`config.mk`:
```
export PLATFORM = sky130hd
export DESIGN_NAME = base64url_decoder
export DESIGN_NICKNAME = d
export VERILOG_FILES = /design/src/rtl/core/b64u_pkg.sv /design/src/rtl/core/base64url_decoder.sv /design/src/rtl/core/b64u_sextet.sv
export VERILOG_INCLUDE_DIRS = /design/src /design/src/rtl/core
export SDC_FILE = /design/constraint.sdc
export NUM_CORES = 1
export LEC_CHECK = 0
export BUFFER_PORTS_ARGS = -buffer_cell sky130_fd_sc_hd__buf_2
export CORE_ASPECT_RATIO = 0.6
export CORE_MARGIN = 2
export CORE_UTILIZATION = 49
export DETAILED_ROUTE_END_ITERATION = 8
export MAX_ROUTING_LAYER = met4
export PLACE_DENSITY = 0.7
export SLEW_MARGIN = 20
export SYNTH_ARGS = -nofsm -noshare
export SYNTH_HDL_FRONTEND = slang
export SYNTH_SLANG_ARGS = --single-unit
```
`constraint.sdc`:
```
create_clock -name clock -period 3.3 [get_ports clock]
set_input_delay 0.66 -clock clock [delete_from_list [all_inputs] [get_ports clock]]
set_output_delay 0.66 -clock clock [all_outputs]
set_load 0.01 [all_outputs]
```
`src/rtl/core/base64url_decoder_macros.svh`:
```
// Assertion macros for the base64url decoder RTL
`ifndef BASE64URL_DECODER_MACROS_SVH
`define BASE64URL_DECODER_MACROS_SVH

`ifndef SYNTH

// Clocked check, disabled while reset is high
`define B64U_ASSERT(lbl, clk, rst, prop) \
   lbl: assert property (@(posedge clk) disable iff (rst) prop) \
      else $error("base64url decoder check failed");

// Clocked check that also holds during reset
`define B64U_ASSERT_ALWAYS(lbl, clk, prop) \
   lbl: assert property (@(posedge clk) prop) \
      else $error("base64url decoder check failed");

`else

`define B64U_ASSERT(lbl, clk, rst, prop)
`define B64U_ASSERT_ALWAYS(lbl, clk, prop)

`endif

`endif

```
`src/rtl/core/b64u_pkg.sv`:
```
// Types and constants for the base64url decoder
`timescale 1ns / 1ps
`default_nettype none

package b64u_pkg;

   localparam int CHAR_W    = 8;
   localparam int SEXTET_W  = 6;
   localparam int TOTAL_W   = 16;
   localparam int CSR_IDX_W = 8;

   // Register indexes on the configuration port
   localparam logic [CSR_IDX_W-1:0] CSR_SYMBOL_62 = 8'd0;
   localparam logic [CSR_IDX_W-1:0] CSR_SYMBOL_63 = 8'd1;

   localparam logic [CHAR_W-1:0] SYMBOL_62_RESET = 8'h2D;  // '-'
   localparam logic [CHAR_W-1:0] SYMBOL_63_RESET = 8'h5F;  // '_'

   // Terminators, honored at quad positions 2 and 3 only
   localparam logic [CHAR_W-1:0] CHAR_PAD = 8'h3D;  // '='
   localparam logic [CHAR_W-1:0] CHAR_NUL = 8'h00;

   localparam logic [1:0] POS_0 = 2'd0;
   localparam logic [1:0] POS_1 = 2'd1;
   localparam logic [1:0] POS_2 = 2'd2;
   localparam logic [1:0] POS_3 = 2'd3;

   typedef struct packed {
      logic                hit;
      logic [SEXTET_W-1:0] value;
   } sextet_type;

endpackage

`default_nettype wire

```
`src/rtl/core/base64url_decoder.sv`:
```
// Streaming base64url decoder, one character per transfer
//
//  channel | direction | handshake           | payload
//  --------+-----------+---------------------+---------------------------------------
//  req     | in        | req_valid/req_ready | req_in_char, req_in_last
//  rsp     | out       | rsp_valid/rsp_ready | rsp_out_byte, rsp_byte_valid,
//          |           |                     | rsp_string_done, rsp_status, rsp_byte_total
//  csr     | in        | csr_valid/csr_ready | csr_index, csr_data
//
// One character per cycle sustained while rsp_ready stays high. rsp_valid rises once the
// req transfer has passed the input register and then the decode into the result register
// and the string state.
// Reset is synchronous, active high; it clears the string state and loads
// symbol_62 = '-' and symbol_63 = '_'. A stalled rsp holds the input register,
// and req_ready drops only when both registers are full and rsp_ready is low.
// csr is always ready.
`timescale 1ns / 1ps
`default_nettype none
`include "base64url_decoder_macros.svh"

module base64url_decoder #(
   parameter int COUNT_BITS = 16
) (
   input  wire logic                              clock,
   input  wire logic                              reset,

   input  wire logic                              req_valid,
   output      logic                              req_ready,
   input  wire logic [b64u_pkg::CHAR_W-1:0]       req_in_char,
   input  wire logic                              req_in_last,

   output      logic                              rsp_valid,
   input  wire logic                              rsp_ready,
   output      logic [b64u_pkg::CHAR_W-1:0]       rsp_out_byte,
   output      logic                              rsp_byte_valid,
   output      logic                              rsp_string_done,
   output      logic                              rsp_status,
   output      logic [b64u_pkg::TOTAL_W-1:0]      rsp_byte_total,

   input  wire logic                              csr_valid,
   output      logic                              csr_ready,
   input  wire logic [b64u_pkg::CSR_IDX_W-1:0]    csr_index,
   input  wire logic [b64u_pkg::CHAR_W-1:0]       csr_data
);
   import b64u_pkg::*;

   localparam int WIDE_W = (COUNT_BITS > TOTAL_W) ? COUNT_BITS : TOTAL_W;

   // Configuration
   logic [CHAR_W-1:0] sym62_ff, sym62_in;
   logic [CHAR_W-1:0] sym63_ff, sym63_in;

   // Input register
   logic              in_valid_ff, in_valid_in;
   logic [CHAR_W-1:0] char_ff, char_in;
   logic              last_ff, last_in;

   // String state
   logic [1:0]            quad_ff, quad_in;
   logic [SEXTET_W-1:0]   held_ff, held_in;
   logic                  stopped_ff, stopped_in;
   logic                  failed_ff, failed_in;
   logic [COUNT_BITS-1:0] count_ff, count_in;

   // Result register
   logic               rsp_valid_ff, rsp_valid_in;
   logic [CHAR_W-1:0]  byte_ff, byte_in;
   logic               bvalid_ff, bvalid_in;
   logic               done_ff, done_in;
   logic               status_ff, status_in;
   logic [TOTAL_W-1:0] total_ff, total_in;

   logic       advance;
   sextet_type sextet;
   logic [COUNT_BITS-1:0] count_next;
   logic [WIDE_W-1:0]     count_wide;

   b64u_sextet u_sextet (
      .char_code (char_ff),
      .symbol_62 (sym62_ff),
      .symbol_63 (sym63_ff),
      .sextet    (sextet)
   );

   assign advance   = in_valid_ff && (!rsp_valid_ff || rsp_ready);
   assign req_ready = !in_valid_ff || advance;
   assign csr_ready = 1'b1;

   always_comb begin
      sym62_in = sym62_ff;
      sym63_in = sym63_ff;
      if (csr_valid) begin
         if (csr_index == CSR_SYMBOL_62) begin
            sym62_in = csr_data;
         end else if (csr_index == CSR_SYMBOL_63) begin
            sym63_in = csr_data;
         end
      end
   end

   always_comb begin
      in_valid_in = in_valid_ff;
      char_in     = char_ff;
      last_in     = last_ff;
      if (req_valid && req_ready) begin
         in_valid_in = 1'b1;
         char_in     = req_in_char;
         last_in     = req_in_last;
      end else if (advance) begin
         in_valid_in = 1'b0;
      end
   end

   // Decode step
   always_comb begin
      quad_in    = quad_ff;
      held_in    = held_ff;
      stopped_in = stopped_ff;
      failed_in  = failed_ff;
      byte_in    = '0;
      bvalid_in  = 1'b0;
      status_in  = 1'b0;
      count_next = count_ff;

      if (!stopped_ff && !failed_ff) begin
         if ((quad_ff == POS_2 || quad_ff == POS_3) &&
             (char_ff == CHAR_PAD || char_ff == CHAR_NUL)) begin
            stopped_in = 1'b1;
         end else if (!sextet.hit) begin
            failed_in = 1'b1;
         end else begin
            case (quad_ff)
               POS_1: begin
                  byte_in   = {held_ff, sextet.value[5:4]};
                  bvalid_in = 1'b1;
               end
               POS_2: begin
                  byte_in   = {held_ff[3:0], sextet.value[5:2]};
                  bvalid_in = 1'b1;
               end
               POS_3: begin
                  byte_in   = {held_ff[1:0], sextet.value};
                  bvalid_in = 1'b1;
               end
               default: begin
                  bvalid_in = 1'b0;
               end
            endcase
            held_in = sextet.value;
            quad_in = quad_ff + 2'd1;
            if (bvalid_in && !(&count_ff)) begin
               count_next = count_ff + COUNT_BITS'(1);
            end
         end
      end

      count_wide = WIDE_W'(count_next);
      total_in   = (count_wide > WIDE_W'({TOTAL_W{1'b1}})) ?
                   {TOTAL_W{1'b1}} : count_wide[TOTAL_W-1:0];
      count_in   = count_next;
      done_in    = last_ff;

      if (last_ff) begin
         // a lone sextet at the end of the string is an error
         status_in  = failed_in || (!stopped_in && quad_in == POS_1);
         quad_in    = POS_0;
         held_in    = '0;
         stopped_in = 1'b0;
         failed_in  = 1'b0;
         count_in   = '0;
      end
   end

   always_comb begin
      rsp_valid_in = rsp_valid_ff;
      if (advance) begin
         rsp_valid_in = 1'b1;
      end else if (rsp_ready) begin
         rsp_valid_in = 1'b0;
      end
   end

   always_ff @(posedge clock) begin
      if (reset) begin
         sym62_ff     <= SYMBOL_62_RESET;
         sym63_ff     <= SYMBOL_63_RESET;
         in_valid_ff  <= 1'b0;
         rsp_valid_ff <= 1'b0;
         quad_ff      <= POS_0;
         held_ff      <= '0;
         stopped_ff   <= 1'b0;
         failed_ff    <= 1'b0;
         count_ff     <= '0;
      end else begin
         sym62_ff     <= sym62_in;
         sym63_ff     <= sym63_in;
         in_valid_ff  <= in_valid_in;
         rsp_valid_ff <= rsp_valid_in;
         if (advance) begin
            quad_ff    <= quad_in;
            held_ff    <= held_in;
            stopped_ff <= stopped_in;
            failed_ff  <= failed_in;
            count_ff   <= count_in;
         end
      end
   end

   always_ff @(posedge clock) begin
      char_ff <= char_in;
      last_ff <= last_in;
      if (advance) begin
         byte_ff   <= byte_in;
         bvalid_ff <= bvalid_in;
         done_ff   <= done_in;
         status_ff <= status_in;
         total_ff  <= total_in;
      end
   end

   assign rsp_valid       = rsp_valid_ff;
   assign rsp_out_byte    = byte_ff;
   assign rsp_byte_valid  = bvalid_ff;
   assign rsp_string_done = done_ff;
   assign rsp_status      = status_ff;
   assign rsp_byte_total  = total_ff;

   `B64U_ASSERT(a_status_only_at_done, clock, reset,
      rsp_valid && rsp_status |-> rsp_string_done)
   `B64U_ASSERT(a_byte_counted, clock, reset,
      rsp_valid && rsp_byte_valid |-> rsp_byte_total != '0)
   `B64U_ASSERT(a_idle_byte_zero, clock, reset,
      rsp_valid && !rsp_byte_valid |-> rsp_out_byte == '0)
   `B64U_ASSERT(a_clear_after_last, clock, reset,
      advance && last_ff |=> quad_ff == POS_0 && !stopped_ff && !failed_ff
                             && count_ff == '0)
   `B64U_ASSERT(a_stop_fail_exclusive, clock, reset,
      !(stopped_ff && failed_ff))
   `B64U_ASSERT_ALWAYS(a_reset_empties, clock,
      reset |=> !rsp_valid && !in_valid_ff)

endmodule

`default_nettype wire

```
`src/rtl/core/b64u_sextet.sv`:
```
// Character to six-bit value lookup for the URL-safe alphabet
`timescale 1ns / 1ps
`default_nettype none

module b64u_sextet (
   input  wire logic [b64u_pkg::CHAR_W-1:0] char_code,
   input  wire logic [b64u_pkg::CHAR_W-1:0] symbol_62,
   input  wire logic [b64u_pkg::CHAR_W-1:0] symbol_63,
   output b64u_pkg::sextet_type             sextet
);
   import b64u_pkg::*;

   // Letters and digits win over the registers, symbol_62 over symbol_63
   always_comb begin
      sextet.hit   = 1'b1;
      sextet.value = '0;
      if (char_code inside {[8'h41:8'h5A]}) begin
         sextet.value = SEXTET_W'(char_code - 8'h41);
      end else if (char_code inside {[8'h61:8'h7A]}) begin
         sextet.value = SEXTET_W'(char_code - 8'h47);
      end else if (char_code inside {[8'h30:8'h39]}) begin
         sextet.value = SEXTET_W'(char_code + 8'h04);
      end else if (char_code == symbol_62) begin
         sextet.value = 6'd62;
      end else if (char_code == symbol_63) begin
         sextet.value = 6'd63;
      end else begin
         sextet.hit = 1'b0;
      end
   end

endmodule

`default_nettype wire
```
Word level (Yosys, flattened, before mapping)
Index checks and enable logic that the tools add are counted.
{"block": "op_classes", "add_sub_neg": 5, "magnitude_cmp": 7, "eq_ne": 9, "n_mux": 39, "bitwise": 3, "n_reduce_logical": 32}
{"operator": "2-to-1 mux 16 bit", "count": 5}
{"operator": "2-to-1 mux 6 bit", "count": 9}
{"operator": "case mux 8 bit (3 select lines)", "count": 1}
{"operator": "2-to-1 mux 1 bit", "count": 20}
{"operator": "adder 16 x 1 -> 16 bit (second input constant)", "count": 1}
{"operator": "equality test 8 bit", "count": 2}
{"operator": ">= comparator 8 x 7 -> 1 bit (second input constant)", "count": 2}
{"operator": "> comparator 16 bit (second input constant)", "count": 1}
{"operator": "less-or-equal comparator 8 x 7 -> 1 bit (second input constant)", "count": 2}
{"operator": "logical NOT 8 bit", "count": 2}
{"operator": "AND reduction 16 bit", "count": 1}
{"operator": "logical AND 1 bit", "count": 9}
{"operator": "equality test 8 x 1 -> 1 bit (second input constant)", "count": 1}
{"operator": "equality test 8 x 6 -> 1 bit (second input constant)", "count": 1}
{"operator": ">= comparator 8 x 6 -> 1 bit (second input constant)", "count": 1}
{"operator": "less-or-equal comparator 8 x 6 -> 1 bit (second input constant)", "count": 1}
{"operator": "2-to-1 mux 2 bit", "count": 4}
{"operator": "nonzero test 2 bit", "count": 4}
{"operator": "adder 6 x 3 -> 6 bit (second input constant)", "count": 1}
{"operator": "logical NOT 1 bit", "count": 6}
{"operator": "OR reduction 3 bit", "count": 2}
{"operator": "subtractor 6 x 1 -> 6 bit (second input constant)", "count": 1}
{"operator": "subtractor 6 x 3 -> 6 bit (second input constant)", "count": 1}
{"operator": "logical OR 1 bit", "count": 5}
{"operator": "other kinds (8)", "count": 12}
{"block": "word_totals", "reg_bits": 80, "inputBits": 30, "output_inout_bits": 30, "elab_cells": 111}

Logic depth before layout (Yosys ltp)
{"block": "depth", "ltp_word": 15, "ltp_mapped": 12, "depth_no_buf": 10}

Cells and area by module
From an unflattened synthesis, not the netlist that was laid out.
{"block": "hier_totals", "cells_unflattened": 435, "hier_area_um2": 4419.2}
{"mod": "base64url_decoder", "n_inst": 1, "cells_per_inst": 324, "area_per_inst_um2": 3555.9, "seq_area_each_um2": 1961.9}
{"mod": "b64u_sextet", "n_inst": 1, "cells_per_inst": 111, "area_per_inst_um2": 863.3, "seq_area_each_um2": 0.0}

Worst setup path before layout
Ideal clock, no wire load.
{"block": "synth_timing", "path_type": "flip-flop to flip-flop", "from": "reg char_ff[2]", "to": "reg total_ff[14] (netlist: rsp_byte_total[14]) (data pin)", "setup_time_ns": 0.258, "arrival_time_ns": 2.806, "t_required_ns": 3.042, "slack_ns": 0.235, "stages_incl_launch_ff": 12, "n_path_buf": 2, "cell_sequence": "edfxtp_1 -> clkbuf_1 -> inv_1 -> ha_1 -> nor4bb_1 -> o221a_2 -> or3_4 -> a311o_2 -> buf_1 -> nor2_1 -> nand3_1 -> xnor2_1"}
{"block": "synth_between", "elab_chain_cells": 10, "word_cells_on_any_way": 24, "cone_classes": "7 x order compare; 3 x eq/ne; 8 x mux; 6 x reduce/logical"}
{"item": "from (decl)", "line_no": "base64url_decoder.sv:55", "rtl": "logic [CHAR_W-1:0] char_ff, char_in;"}
{"item": "from (signal assigned)", "line_no": "base64url_decoder.sv:210", "rtl": "char_ff <= char_in;"}
{"item": "parallel branches: the longest is 7 deep, another holds >= comparator 8 x 6 -> 1 bit"}
{"item": "2-to-1 mux 16 bit (*)", "line_no": "base64url_decoder.sv:126", "rtl": "if ((quad_ff == POS_2 || quad_ff == POS_3) &&"}
{"item": "2-to-1 mux 16 bit (*)", "line_no": "base64url_decoder.sv:125", "rtl": "if (!stopped_ff && !failed_ff) begin"}
{"item": "via count_next[14]", "line_no": "base64url_decoder.sv:75", "rtl": "logic [COUNT_BITS-1:0] count_next;"}
{"item": "> comparator 16 bit", "line_no": "base64url_decoder.sv:158", "rtl": "total_in = (count_wide > WIDE_W'({TOTAL_W{1'b1}})) ?"}
{"item": "to (signal assigned)", "line_no": "base64url_decoder.sv:217", "rtl": "total_ff <= total_in;"}
{"item": "to (decl)", "line_no": "base64url_decoder.sv:71", "rtl": "logic [TOTAL_W-1:0] total_ff, total_in;"}
Mark *: on every way through the listed nets, which the timed path passes.
A chain may end at the register's enable or synchronous reset.

Final worst setup path
{"block": "layout_timing", "from": "reg char_ff[2]", "to": "reg count_ff[5]"}
{"block": "layout_between", "elab_chain_cells": 10, "word_cells_on_any_way": 24, "cone_classes": "6 x order compare; 3 x eq/ne; 9 x mux; 6 x reduce/logical"}
{"item": "parallel branches: the longest is 7 deep, another holds >= comparator 8 x 6 -> 1 bit"}
{"item": "2-to-1 mux 16 bit (*)", "line_no": "base64url_decoder.sv:126"}
{"item": "2-to-1 mux 16 bit (*)", "line_no": "base64url_decoder.sv:125"}
{"item": "2-to-1 mux 16 bit (*)", "line_no": "base64url_decoder.sv:163", "rtl": "if (last_ff) begin"}
{"item": "to (signal assigned)", "line_no": "base64url_decoder.sv:204", "rtl": "count_ff <= count_in;"}
{"item": "to (decl)", "line_no": "base64url_decoder.sv:63", "rtl": "logic [COUNT_BITS-1:0] count_ff, count_in;"}
Mark *: on every way between the ends.

==> impl_metrics.py <==
metrics = {
    "logic_synthesis": {
        "synth_cell_types": 60,
        "syn_avg_cell_area_um2": 9.71,
        "synth-warning-count": 0,
        "synth-edff-count": 36,
        "synth_area_mm2": 0.00427,
        "syn_inst": 440,
        "synthesis.nets": 485,
        "ys_async_sr_fraction_pct": 0,
        "ys_ff_latch": 80,
        "synth_top_area_share_pct": 25.3,
        "yosys-top-cells-area": "edfxtp_1 (25%), dfxtp_1 (21%), xor2_1 (4.7%), ha_1 (4.4%), nor2_1 (4.0%)",
        "synth_top_area_cell": "edfxtp_1",
        "synth_flop_cell": "dfxtp_1",
        "synth.yosys.seq_area_share_pct": 45.9,
    },
    "sta": {
        "tightest_slew_ps": 609,
        "finalSetupViolations": 0,
        "finalMaxSlewViolations": 0,
        "fin_crit_ps": 3090,
        "fin_ws_ps": 209,
        "rsz0062_at_grt": "false",
        "tns_ps": 0,
        "period_share_pct": 93.7,
        "skew_ps": 11.1,
        "hold_viol": 0,
        "max_freq_mhz": 323,
        "slew_headroom_pct": 59.3,
    },
    "clock_tree": {
        "cts-hold-fix-buffers": 0,
        "cts_tree": "built",
        "h-tree-depth": 3,
        "cts_made_buffers": 9,
        "cts_sinks": 80,
        "clkTransAtPathRegs_ps": 60,
        "clockBufferDepth": 2,
        "cts_resized": 0,
        "cts_setup_buffers": 0,
        "insertion_delay_ps": 350,
        "cts-root-buf": "clkbuf_16",
    },
    "placed_design": {
        "routabilityCongestion": 0.943,
        "hpwl_um": 7330,
        "place_ws_ps": 259,
        "port_buffers": 58,
    },
    "critical_path": {
        "max_stage_delay_ps": 510,
        "worstPathArrival_ps": 3360,
        "worstReg2RegStart": "char_ff[2]",
        "r2r-end": "count_ff[5]",
        "crit_slowest_cell": "or4_1",
        "critPathRequiredTime_ps": 3570,
        "path_buf_inv": 2,
        "end_kind": "flip-flop",
        "crit_fanout": 14,
        "crit_type": "reg2reg",
        "cpLargestDelayFamily": "simple AND/OR/NAND/NOR gates",
        "reg2regPathDepth": 10,
        "path_cells": "inv_1 > ha_1 > nor4bb_1 > o221a_2 > or3_4 > a311o_2 > clkinv_4 > nand3_4 > or4_1 > a31oi_1",
        "cp-start-kind": "flip-flop",
        "r2r_slack_ps": 210,
    },
    "pwr": {
        "p_per_area_mw_per_mm2": 453,
        "ir_worst_vdd_mv": 0.371,
        "p_comb_share_pct": 8.2,
        "swShare_pct": 22.8,
        "p_leak_uw": 0.00187,
        "clockPowerShare_pct": 44.3,
        "power.share.sequential_pct": 47.5,
        "p_int_uw": 1750,
        "p_sw_uw": 517,
    },
    "grt": {
        "track_usage_pct": 23.1,
        "grt_pass1_wl_um": 17000,
        "first_global_vias": 3356,
        "antenna_found_initial": 0,
        "grt_max_degree": 30,
        "grt_overflow": 0,
    },
    "routing": {
        "first_pass_iters": 5,
        "vias": 3555,
        "finalWirelength_um": 10200,
        "drt-wirelength-per-cell_um": 16.6,
        "viasPerCell": 5.78,
        "drc": 0,
        "drt_iter0_markers": 362,
        "ant_nets": 0,
    },
    "floorplan": {
        "pin_count": 60,
        "initial_utilization_pct": 50.3,
        "die_w_um": 125,
        "chipHeight_um": 76.3,
        "coreArea_mm2": 0.00849,
        "die-area_mm2": 0.00950,
        "std_cell_rows": 26,
    },
    "final_layout": {
        "multi_input_area_mm2": 0.00211,
        "n_fill_cell": 721,
        "drive_gt1_share_pct": 19.3,
        "regArea_mm2": 0.00196,
        "final_common_cell": "buf_2",
        "final_cell_mix": "buf_2 (58), nor2_1 (46), dfxtp_1 (44)",
        "syn_to_final_growth_pct": 17.2,
        "num_antenna_cells": 0,
        "layout.nets": 543,
    },
    "job": {
        "max_cap_viol_count": 0,
    },
    "hold_path": {
        "hold_path.class": "reg2reg",
        "hold_path.startpoint": "held_ff[4]",
        "min_to": "held_ff[4]",
        "holdPathStages": 1,
    },
    "status": {
        "status": "completed",
    },
}
cell type report:
cell class / instances / area share, %
clock buffers: 12 / 5.13
clock inverters: 4 / 0.850
inverters: 22 / 1.75
multi-input cells: 311 / 42.1
flip-flops and latches: 80 / 39.2
well taps: 112 / 2.80
repair buffers: 74 / 8.20
cells by family (layout without fill, tap and decap cells):
family | count (synthesis) | in the layout | share of synthesized area [%]
simple gates | 155 | 155 | 18.8
compound gates | 96 | 96 | 16.7
flops | 80 | 80 | 45.9
buf+inv | 49 | 112 | 4.77
xor+xnor | 35 | 35 | 7.18
fa+ha+maj | 15 | 15 | 4.39
mux | 9 | 9 | 2.17
other cells | 1 | 1 | 0.0878
cell usage after synthesis, drive strengths merged, types with 2 or more instances:
cell and n:
edfxtp 36, or3 7, xnor2 12, a21o 2, a211oi 2, nand3 17, o221ai 2, o41a 2
nor4 8, dfxtp 44, a41oi 3, ha 15, o211ai 3, nand2 30, a31oi 13, nand4 12
a32o 4, buf 11, mux2i 7, clkinv 3, nor2b 12, and3 4, and2 5, nand2b 2
a222oi 7, a22o 6, o41ai 2, mux2 2, a211o 10, nor2 46, clkbuf 16, o21ai 13
a21oi 16, inv 19, o2111ai 4, xor2 23, or4 5
routing by layer:
metal | share of wire [%] | track usage [%] | vias up
met5 | 0 | - | -
met4 | 0.87 | 6.18 | 0
met3 | 7.1 | 6.74 | 10
met2 | 40 | 30.8 | 148
met1 | 51 | 34.0 | 1653
li1 | - | - | 1744
worst max-delay path by stage:
stage	startpoint	to	slack [ps]	cells after the start
finish	char_ff[2]	count_ff[5]	210	10
global route	char_ff[2]	count_ff[9]	10	10
CTS	char_ff[2]	count_ff[6]	250	10
detailed placement	char_ff[2]	count_ff[5]	260	10
global placement	char_ff[2]	count_ff[6]	330	9
floorplan	char_ff[2]	rsp_byte_total[14]	240	11
power by group through the flow:
stage / Sequential, µW / Combinational [µW] / Clock (µW)
final: 1080 / 187 / 1000
after floorplan: 1100 / 109 / 0
after global placement: 1100 / 182 / 0
after global routing: 1080 / 203 / 1070
after detailed placement: 1100 / 184 / 0
after CTS: 1080 / 185 / 1030
sequential cells by signal (all words and copies together), names as in the netlist:
signal	flops
sym62_ff	8
rsp_out_byte	8
stopped_ff	1
rsp_byte_total	16
failed_ff	1
quad_ff	2
rsp_byte_valid	1
rsp_string_done	1
held_ff	6
rsp_valid	1
count_ff	16
rsp_status	1
char_ff	8
sym63_ff	8
done_in	1
in_valid_ff	1
through the flow:
step	hold slack, ps	cells	area [µm²]	power [µW]	util, %
after floorplan	441	440	4270	1210	-
after global placement	461	599	4710	1280	55.4
after detailed placement	460	599	4710	1280	55.4
after CTS	475	615	5000	2290	58.9
after global routing	472	615	5000	2360	58.9
final	479	615	5000	2270	58.9
Power figures use the tool's default switching activity.
